**src/phfl_pkg.sv**
```systemverilog
// ---------------------------------------------------------------------------
// phfl_pkg - shared types and constants
// Position width, status codes and the byte class token passed from the
// classifier front end to the header scanner.
// ---------------------------------------------------------------------------
package phfl_pkg;

    localparam int POS_BITS = 16;
    localparam logic [POS_BITS-1:0] POS_MAX = {POS_BITS{1'b1}};

    localparam int QUEUE_DEPTH = 4;
    localparam int QPTR_BITS   = $clog2(QUEUE_DEPTH);

    localparam logic [7:0] CH_DASH  = 8'h2D;
    localparam logic [7:0] CH_SPACE = 8'h20;
    localparam logic [7:0] CH_TAB   = 8'h09;
    localparam logic [7:0] CH_NL    = 8'h0A;
    localparam logic [7:0] CH_NUL   = 8'h00;

    localparam logic [2:0] ST_OK       = 3'd0;
    localparam logic [2:0] ST_NO_SEP   = 3'd1;
    localparam logic [2:0] ST_NO_TITLE = 3'd2;
    localparam logic [2:0] ST_NO_TIME  = 3'd3;
    localparam logic [2:0] ST_NO_TAG   = 3'd4;
    localparam logic [2:0] ST_TOO_LONG = 3'd5;

    // one classified byte
    typedef struct packed {
        logic last;
        logic nul;
        logic nl;
        logic dash;
        logic blank;
    } t_tok;

endpackage

```
**src/phfl_front.sv**
```systemverilog
// ---------------------------------------------------------------------------
// phfl_front - input classifier
// Accepts one byte per cycle while the queue takes its tokens, and registers its class token.
// ---------------------------------------------------------------------------
module phfl_front
    import phfl_pkg::*;
(
    input  logic       i_clk,
    input  logic       i_rst_n,
    input  logic [7:0] i_data_byte,
    input  logic       i_last,
    input  logic       i_in_valid,
    output logic       o_in_ready,
    output logic       o_tok_valid,
    output t_tok       o_tok,
    input  logic       i_tok_ready
);

    logic r_valid;
    t_tok r_tok;
    t_tok n_tok;

    always_comb begin
        n_tok.last  = i_last;
        n_tok.nul   = (i_data_byte == CH_NUL);
        n_tok.nl    = (i_data_byte == CH_NL);
        n_tok.dash  = (i_data_byte == CH_DASH);
        n_tok.blank = (i_data_byte == CH_SPACE) || (i_data_byte == CH_TAB);
    end

    assign o_in_ready  = !r_valid || i_tok_ready;
    assign o_tok_valid = r_valid;
    assign o_tok       = r_tok;

    always_ff @(posedge i_clk) begin
        if (!i_rst_n) begin
            r_valid <= 1'b0;
        end else if (o_in_ready) begin
            r_valid <= i_in_valid;
        end
    end

    always_ff @(posedge i_clk) begin
        if (i_in_valid && o_in_ready) begin
            r_tok <= n_tok;
        end
    end

endmodule

```
**src/phfl_queue.sv**
```systemverilog
// ---------------------------------------------------------------------------
// phfl_queue - token queue
// Small FIFO between classifier and scanner so each side stalls alone.
// ---------------------------------------------------------------------------
module phfl_queue
    import phfl_pkg::*;
(
    input  logic i_clk,
    input  logic i_rst_n,
    input  logic i_push_valid,
    output logic o_push_ready,
    input  t_tok i_push_tok,
    output logic o_pop_valid,
    input  logic i_pop_ready,
    output t_tok o_pop_tok
);

    t_tok                 r_mem [QUEUE_DEPTH];
    logic [QPTR_BITS-1:0] r_wr;
    logic [QPTR_BITS-1:0] r_rd;
    logic [QPTR_BITS:0]   r_count;
    logic                 push;
    logic                 pop;

    assign o_push_ready = (r_count != QUEUE_DEPTH[QPTR_BITS:0]);
    assign o_pop_valid  = (r_count != '0);
    assign o_pop_tok    = r_mem[r_rd];
    assign push         = i_push_valid && o_push_ready;
    assign pop          = o_pop_valid && i_pop_ready;

    always_ff @(posedge i_clk) begin
        if (!i_rst_n) begin
            r_wr    <= '0;
            r_rd    <= '0;
            r_count <= '0;
        end else begin
            if (push) begin
                r_wr <= r_wr + 1'b1;
            end
            if (pop) begin
                r_rd <= r_rd + 1'b1;
            end
            if (push && !pop) begin
                r_count <= r_count + 1'b1;
            end else if (pop && !push) begin
                r_count <= r_count - 1'b1;
            end
        end
    end

    always_ff @(posedge i_clk) begin
        if (push) begin
            r_mem[r_wr] <= i_push_tok;
        end
    end

    a_count_bound: assert property (@(posedge i_clk) disable iff (!i_rst_n)
        r_count <= QUEUE_DEPTH[QPTR_BITS:0])
        else $error("queue count above depth");
    a_count_up: assert property (@(posedge i_clk) disable iff (!i_rst_n)
        push && !pop |=> r_count == $past(r_count) + 1'b1)
        else $error("queue count not incremented");
    a_ptr_gap: assert property (@(posedge i_clk) disable iff (!i_rst_n)
        r_count[QPTR_BITS-1:0] == QPTR_BITS'(r_wr - r_rd))
        else $error("queue pointers disagree with count");

endmodule

```
**src/phfl_back.sv**
```systemverilog
// ---------------------------------------------------------------------------
// phfl_back - header scanner
// Tracks lines, separator match and field positions; registers the result
// on the last byte and clears its state for the next document.
// ---------------------------------------------------------------------------
module phfl_back
    import phfl_pkg::*;
(
    input  logic                i_clk,
    input  logic                i_rst_n,
    input  logic                i_tok_valid,
    output logic                o_tok_ready,
    input  t_tok                i_tok,
    output logic                o_out_valid,
    input  logic                i_out_ready,
    output logic [2:0]          o_status,
    output logic [POS_BITS-1:0] o_title_start,
    output logic [POS_BITS-1:0] o_title_len,
    output logic [POS_BITS-1:0] o_time_start,
    output logic [POS_BITS-1:0] o_time_len,
    output logic [POS_BITS-1:0] o_tag_start,
    output logic [POS_BITS-1:0] o_tag_len,
    output logic [POS_BITS-1:0] o_body_start
);

    localparam logic [2:0] M_LEAD   = 3'd0;
    localparam logic [2:0] M_D1     = 3'd1;
    localparam logic [2:0] M_D2     = 3'd2;
    localparam logic [2:0] M_DASHES = 3'd3;
    localparam logic [2:0] M_TRAIL  = 3'd4;
    localparam logic [2:0] M_FAIL   = 3'd5;

    function automatic logic [2:0] next_match(input logic [2:0] s, input t_tok t);
        logic [2:0] r;
        case (s)
            M_LEAD:   r = t.blank ? M_LEAD : (t.dash ? M_D1 : M_FAIL);
            M_D1:     r = t.dash ? M_D2 : M_FAIL;
            M_D2:     r = t.dash ? M_DASHES : M_FAIL;
            M_DASHES: r = t.dash ? M_DASHES : (t.blank ? M_TRAIL : M_FAIL);
            M_TRAIL:  r = t.blank ? M_TRAIL : M_FAIL;
            default:  r = M_FAIL;
        endcase
        return r;
    endfunction

    logic [POS_BITS-1:0] r_pos, n_pos;
    logic                r_ended, n_ended;
    logic                r_ovf, n_ovf;
    logic [2:0]          r_match, n_match;
    logic                r_has, n_has;
    logic [POS_BITS-1:0] r_first, n_first;
    logic [POS_BITS-1:0] r_lastp, n_lastp;
    logic [1:0]          r_found, n_found;
    logic                r_sep, n_sep;
    logic                r_body_loc, n_body_loc;
    logic [POS_BITS-1:0] r_body_pos, n_body_pos;
    logic [POS_BITS-1:0] r_starts [3];
    logic [POS_BITS-1:0] n_starts [3];
    logic [POS_BITS-1:0] r_lens [3];
    logic [POS_BITS-1:0] n_lens [3];

    logic                r_out_valid;
    logic [2:0]          r_status, n_status;
    logic [POS_BITS-1:0] r_res [7];
    logic [POS_BITS-1:0] n_res [7];
    logic                sep_final;
    logic                keep;
    logic                pop;

    always_comb begin
        n_pos      = r_pos;
        n_ended    = r_ended;
        n_ovf      = r_ovf;
        n_match    = r_match;
        n_has      = r_has;
        n_first    = r_first;
        n_lastp    = r_lastp;
        n_found    = r_found;
        n_sep      = r_sep;
        n_body_loc = r_body_loc;
        n_body_pos = r_body_pos;
        n_starts   = r_starts;
        n_lens     = r_lens;
        if (!r_ended && !r_ovf) begin
            if (i_tok.nul) begin
                n_ended = 1'b1;
            end else if (r_pos == POS_MAX) begin
                n_ovf = 1'b1;
            end else begin
                n_pos = r_pos + 1'b1;
                if (r_sep) begin
                    if (!r_body_loc && !i_tok.blank && !i_tok.nl) begin
                        n_body_pos = r_pos;
                        n_body_loc = 1'b1;
                    end
                end else if (i_tok.nl) begin
                    if (r_match == M_DASHES || r_match == M_TRAIL) begin
                        n_sep = 1'b1;
                    end else if (r_has && r_found != 2'd3) begin
                        n_starts[r_found] = r_first;
                        n_lens[r_found]   = r_lastp - r_first + 1'b1;
                        n_found           = r_found + 1'b1;
                    end
                    n_match = M_LEAD;
                    n_has   = 1'b0;
                    n_first = '0;
                    n_lastp = '0;
                end else begin
                    n_match = next_match(r_match, i_tok);
                    if (!i_tok.blank) begin
                        if (!r_has) begin
                            n_first = r_pos;
                        end
                        n_lastp = r_pos;
                        n_has   = 1'b1;
                    end
                end
            end
        end
    end

    // result as seen after this byte
    always_comb begin
        sep_final = n_sep || (!n_ovf && (n_match == M_DASHES || n_match == M_TRAIL));
        keep      = !n_ovf && sep_final;
        if (n_ovf) begin
            n_status = ST_TOO_LONG;
        end else if (!sep_final) begin
            n_status = ST_NO_SEP;
        end else if (n_found == 2'd3) begin
            n_status = ST_OK;
        end else begin
            n_status = {1'b0, n_found} + ST_NO_TITLE;
        end
        for (int k = 0; k < 3; k++) begin
            n_res[2*k]   = keep ? n_starts[k] : '0;
            n_res[2*k+1] = keep ? n_lens[k] : '0;
        end
        n_res[6] = keep ? (n_body_loc ? n_body_pos : n_pos) : '0;
    end

    assign o_tok_ready = !i_tok.last || !r_out_valid || i_out_ready;
    assign pop         = i_tok_valid && o_tok_ready;

    always_ff @(posedge i_clk) begin
        if (!i_rst_n || (pop && i_tok.last)) begin
            r_pos      <= '0;
            r_ended    <= 1'b0;
            r_ovf      <= 1'b0;
            r_match    <= M_LEAD;
            r_has      <= 1'b0;
            r_first    <= '0;
            r_lastp    <= '0;
            r_found    <= '0;
            r_sep      <= 1'b0;
            r_body_loc <= 1'b0;
            r_body_pos <= '0;
            for (int k = 0; k < 3; k++) begin
                r_starts[k] <= '0;
                r_lens[k]   <= '0;
            end
        end else if (pop) begin
            r_pos      <= n_pos;
            r_ended    <= n_ended;
            r_ovf      <= n_ovf;
            r_match    <= n_match;
            r_has      <= n_has;
            r_first    <= n_first;
            r_lastp    <= n_lastp;
            r_found    <= n_found;
            r_sep      <= n_sep;
            r_body_loc <= n_body_loc;
            r_body_pos <= n_body_pos;
            r_starts   <= n_starts;
            r_lens     <= n_lens;
        end
    end

    always_ff @(posedge i_clk) begin
        if (!i_rst_n) begin
            r_out_valid <= 1'b0;
        end else if (pop && i_tok.last) begin
            r_out_valid <= 1'b1;
        end else if (i_out_ready) begin
            r_out_valid <= 1'b0;
        end
    end

    always_ff @(posedge i_clk) begin
        if (pop && i_tok.last) begin
            r_status <= n_status;
            r_res    <= n_res;
        end
    end

    assign o_out_valid   = r_out_valid;
    assign o_status      = r_status;
    assign o_title_start = r_res[0];
    assign o_title_len   = r_res[1];
    assign o_time_start  = r_res[2];
    assign o_time_len    = r_res[3];
    assign o_tag_start   = r_res[4];
    assign o_tag_len     = r_res[5];
    assign o_body_start  = r_res[6];

    a_clear_after_last: assert property (@(posedge i_clk) disable iff (!i_rst_n)
        pop && i_tok.last |=> r_pos == '0 && !r_sep && r_found == '0)
        else $error("state not cleared after last byte");
    a_ovf_at_max: assert property (@(posedge i_clk) disable iff (!i_rst_n)
        r_ovf |-> r_pos == POS_MAX)
        else $error("overflow flag without full position");
    a_body_after_sep: assert property (@(posedge i_clk) disable iff (!i_rst_n)
        r_body_loc |-> r_sep)
        else $error("body located before separator");
    a_no_overwrite: assert property (@(posedge i_clk) disable iff (!i_rst_n)
        o_out_valid && !i_out_ready |-> !(pop && i_tok.last))
        else $error("pending result overwritten");

endmodule

```
**src/post_header_field_locator.sv**
```systemverilog
// Result path of the last byte: classifier token register, queue write, then the
//   scanner result register, which raises result valid; a stall can hold it between them.
// Throughput: one byte per cycle while nothing stalls; the scanner updates its line state per byte.
// A pending result stalls only the last byte of the next document.
// Reset: synchronous, active low; clears queue, scanner state and result valid.
// ---------------------------------------------------------------------------
// post_header_field_locator - header field and body locator
// Scans a byte stream for title, time and tag lines before a dashed
// separator line and reports their offsets, lengths and the body start.
// ---------------------------------------------------------------------------
module post_header_field_locator
    import phfl_pkg::*;
(
    input  logic                i_clk,
    input  logic                i_rst_n,
    input  logic                i_in_valid,
    output logic                o_in_ready,
    input  logic [7:0]          i_data_byte,
    input  logic                i_last,
    output logic                o_out_valid,
    input  logic                i_out_ready,
    output logic [2:0]          o_status,
    output logic [POS_BITS-1:0] o_title_start,
    output logic [POS_BITS-1:0] o_title_len,
    output logic [POS_BITS-1:0] o_time_start,
    output logic [POS_BITS-1:0] o_time_len,
    output logic [POS_BITS-1:0] o_tag_start,
    output logic [POS_BITS-1:0] o_tag_len,
    output logic [POS_BITS-1:0] o_body_start
);

    logic f_valid;
    logic f_ready;
    t_tok f_tok;
    logic q_valid;
    logic q_ready;
    t_tok q_tok;

    phfl_front u_front (
        .i_clk       (i_clk),
        .i_rst_n     (i_rst_n),
        .i_data_byte (i_data_byte),
        .i_last      (i_last),
        .i_in_valid  (i_in_valid),
        .o_in_ready  (o_in_ready),
        .o_tok_valid (f_valid),
        .o_tok       (f_tok),
        .i_tok_ready (f_ready)
    );

    phfl_queue u_queue (
        .i_clk        (i_clk),
        .i_rst_n      (i_rst_n),
        .i_push_valid (f_valid),
        .o_push_ready (f_ready),
        .i_push_tok   (f_tok),
        .o_pop_valid  (q_valid),
        .i_pop_ready  (q_ready),
        .o_pop_tok    (q_tok)
    );

    phfl_back u_back (
        .i_clk         (i_clk),
        .i_rst_n       (i_rst_n),
        .i_tok_valid   (q_valid),
        .o_tok_ready   (q_ready),
        .i_tok         (q_tok),
        .o_out_valid   (o_out_valid),
        .i_out_ready   (i_out_ready),
        .o_status      (o_status),
        .o_title_start (o_title_start),
        .o_title_len   (o_title_len),
        .o_time_start  (o_time_start),
        .o_time_len    (o_time_len),
        .o_tag_start   (o_tag_start),
        .o_tag_len     (o_tag_len),
        .o_body_start  (o_body_start)
    );

endmodule

```
**config.mk**
```make
export PLATFORM = sky130hd
export DESIGN_NAME = post_header_field_locator
export DESIGN_NICKNAME = d
export VERILOG_FILES = /design/src/phfl_pkg.sv /design/src/phfl_front.sv /design/src/phfl_queue.sv /design/src/phfl_back.sv /design/src/post_header_field_locator.sv
export SDC_FILE = /design/constraint.sdc
export NUM_CORES = 1
export LEC_CHECK = 0
export BUFFER_PORTS_ARGS = -buffer_cell sky130_fd_sc_hd__buf_4
export CORE_AREA = 2 2 159 161
export DETAILED_ROUTE_END_ITERATION = 7
export DIE_AREA = 0 0 161 163
export PLACE_DENSITY = 0.8
export SLEW_MARGIN = 10
export SYNTH_ARGS = -nofsm -noshare
export SYNTH_HDL_FRONTEND = slang
export SYNTH_SLANG_ARGS = --single-unit
```
**constraint.sdc**
```tcl
create_clock -name i_clk -period 5.85 [get_ports i_clk]
set_clock_uncertainty 0.15 [all_clocks]
set_input_delay 0.2925 -clock i_clk [delete_from_list [all_inputs] [get_ports i_clk]]
set_output_delay 0.2925 -clock i_clk [all_outputs]
set_load 0.03 [all_outputs]
```
==> reports/summary.txt <==
RR Endpoint - u_back.o_title_start[7]
Average wire per cell in the routed design - 17.4 um
Max Cap Viol - 0
Top-Level Pins - 130
Synth cell types - 58
Crit path max-delay cell type - nor4_2
Worst Setup EP - u_back.o_title_start[7]
Fin area - 0.0167 mm^2
Critical Path Stages - 10
Die H - 163 um
Vias in the first global route - 11000
YS warnings - 0
Grt ovf - 0
Unrepaired setup endpoints after global routing - false
Final Wtd Congestion - 0.927
Outcome - finished clean
CP Launch Type - flop
Total wire length - 35.3 mm
CORE AREA - 0.0247 mm^2
Mapped Nets - 1668
First-pass detailed-route iteration total - 5
Leak Pwr - 5.56 nW
Antenna violations before repair - 0
Max incr delay on CP - 0.80 ns
CTS tree - done
Inst Count DP - 1962
Buf/Inv on CP - 1
Synthesized cell area - 0.0145 mm^2
Fin crit share - 73.1%
Synthesized area per cell - 9.01 um^2
Buffers on Ports - 129
Reg2reg setup slack - 1.58 ns
Cells after Synth - 1614
First-pass GRT wire length - 56.4 mm
Clock Latency Late Sink - 0.56 ns
Final hold violations - 0
Reg clk slew, reported paths - 0.07 ns
Post-route ant nets - 0
Min Hold Slack - 0.304 ns
GRT Util Overall - 26.5%
DIE WIDTH - 161 um
Placed instance area - 0.0156 mm^2
Post-CTS sizing - 0
Share of the yosys chip area belonging to registers - 53.8%
Initial Util - 58.9%
Rows - 58
Clock Path Buffers - 3
DP Worst Slack - 1.72 ns
Overall power - 7.28 mW
Setup TNS - 0 ns
Slew Limit Fails - 0
Share of layout cells above drive strength 1 - 15.2%
Final min period - 4.27 ns
Vias per cell - 5.79
Synth Register Bits - 321
Synth-to-Final Area Change - 15.2%
CTS Hold Bufs - 14
Root Driver - clkbuf_16
R2r worst-path depth - 10
Via count - 11800
# diodes - 0
Final Non-Filler Cells - 2032
Worst Hold Depth - 2
CP Capture Type - flop
Final Setup Violations - 0
Detail Placement HPWL - 22.5 mm
Finished Core Util - 67.8%
CTS H-tree lvls - 1
Crit Path Max Fanout - 60
DIE AREA - 0.0262 mm^2
EDFF count, synth - 140
Post-synth top area cell - edfxtp_1
Drt first-iter violations - 1063
Class of the worst hold path - flop to flop
Critical path class - flop to flop
WP data required - 6.10 ns
Post-CTS Setup Repair Bufs - 0
Top cell type's share of synthesized area - 28.9%
Ys flop type - dfxtp_1
Asr flop ratio synth - 0%
Slew headroom - 17.6%
Reg2reg start - u_back.r_pos[0]
Setup ws final - 1.58 ns
Synth area leaders - edfxtp_1 (29%), dfxtp_1 (25%), nand2_1 (11%)
Critical-path cell list - ha_1, nand3_1, nor4_2, a21o_1, o32ai_2, or3_1, and3_1, nand2b_4, buf_12, a21oi_1
Clk sink count - 321
Pwr dens - 435 mW/mm^2
Largest net degree at the start of global routing - 101
TritonCTS Buffers - 31
CP Data Arrival Time - 4.53 ns
Post-route DRC - 0
Max VDD drop - 0.000307 V
Nets@finish - 1733
CP delay by family, top - simple AND/OR/NAND/NOR gates
F_max - 234 MHz
Crit. Startpoint - u_back.r_pos[0]
Least-Margin Pin Slew - 1.23 ns
-- kinds of logic after synthesis --
| family | Yosys count | share of synthesized area, % |
|---|---|---|
| AND/OR/NAND/NOR | 698 | 19.8 |
| AO/OA/AOI/OAI | 346 | 14.6 |
| flip-flops | 321 | 53.8 |
| buffers and inverters | 162 | 4.73 |
| adder cells (fa/ha/maj) | 41 | 3.63 |
| XOR/XNOR | 27 | 1.63 |
| multiplexers | 19 | 1.76 |
-- area by class of cell --
| type | instances | area, um^2 |
|---|---|---|
| repair buffers | 163 | 1300 |
| clock buffers | 36 | 815 |
| inverters | 31 | 119 |
| flip-flops and latches | 321 | 7830 |
| clock inverters | 20 | 224 |
| multi-input cells | 1131 | 6050 |
| fillers | 1932 | 7930 |
| well taps | 330 | 413 |
-- report_power, final --
part	internal (mW)	switching, mW
registers	2.79	0.179
logic	0.629	1.63
clock network	1.21	0.846
-- synthesized netlist by cell type (all sizes together), types with 9 or more instances --
master and n:
ha 39, dfxtp 181, o21ai 16, mux2i 11
a21oi 252, or3 11, nand3 39, buf 28
xnor2 14, and3 9, a211oi 31, o21a 10
inv 31, nor2 158, clkbuf 103, and2 14
xor2 13, edfxtp 140, nand2 419, nor3 15
-- metal layers --
metal / part of all wire, % / vias up / routed length (um) / track usage [%]
met1: 40 / 5621 / 14200 / 33.9
met5: 0 / - / 0 / 0
met3: 6.4 / 76 / 2260 / 3.21
met4: 2.6 / 0 / 930 / 8.52
met2: 51 / 476 / 17900 / 47.1
li1: - / 5596 / - / -
-- sequential cells by signal, summed over array words and instances, names as in the netlist, 3 cells and up, named ones only --
signal and cells:
u_back.o_body_start 16, u_back.o_status 3, u_back.o_tag_len 16, u_back.o_tag_start 16, u_back.o_time_len 16, u_back.o_time_start 16, u_back.o_title_len 16, u_back.o_title_start 16
u_back.r_body_pos 16, u_back.r_first 16, u_back.r_lastp 16, u_back.r_lens 48, u_back.r_match 3, u_back.r_pos 16, u_back.r_starts 48, u_front.o_tok 5
u_queue.r_count 3, u_queue.r_mem 20
-- worst min path at each step --
stage | startpoint | to | slack (ns)
floorplan | i_last | u_front.o_tok[4] | 0.24
global placement | u_back.r_body_pos[13] | u_back.r_body_pos[13] | 0.29
detailed placement | u_back.r_starts[46] | u_back.r_starts[46] | 0.30
CTS | i_last | u_front.o_tok[4] | 0.30
global route | i_last | u_front.o_tok[4] | 0.31
finish | u_back.r_starts[1] | u_back.r_starts[1] | 0.30
-- worst reg2reg max path, delay by kind of cell, from the launching register on --
kind                       cells  cell delay [ns]
and+or+nand+nor                5             2.04
AOI/OAI and AO/OA              3             0.68
DFF                            1             0.53
buffers and inverters          1             0.44
adders and majority gates      1             0.27
-- layout by cell type (no fill, tap or decap), types with 3 or more instances in the layout --
| cell | count |
|---|---|
| nor3b_1 | 4 |
| nand2_1 | 418 |
| inv_1 | 30 |
| a21oi_2 | 41 |
| o22ai_1 | 4 |
| clkinv_1 | 6 |
| nor2b_1 | 8 |
| a21o_1 | 5 |
| mux2i_1 | 11 |
| xnor2_1 | 14 |
| dlygate4sd3_1 | 14 |
| a211oi_1 | 29 |
| and3_1 | 9 |
| nor2_2 | 4 |
| nor3_1 | 15 |
| nand2b_1 | 7 |
| o21a_1 | 10 |
| dfxtp_1 | 181 |
| nand4_1 | 4 |
| nand3_1 | 39 |
| and2_1 | 14 |
| mux2_2 | 3 |
| or3_1 | 11 |
| clkbuf_16 | 31 |
| a21oi_1 | 211 |
| clkinv_2 | 7 |
| buf_4 | 146 |
| nor2_1 | 154 |
| bufinv_16 | 5 |
| ha_1 | 39 |
| a221oi_1 | 4 |
| a31oi_1 | 4 |
| edfxtp_1 | 140 |
| a21boi_0 | 3 |
| o21ai_0 | 15 |
| clkbuf_1 | 3 |
| xor2_1 | 13 |
| buf_12 | 3 |
| mux4_2 | 5 |
No activity file was read; power rests on OpenSTA's default activity.
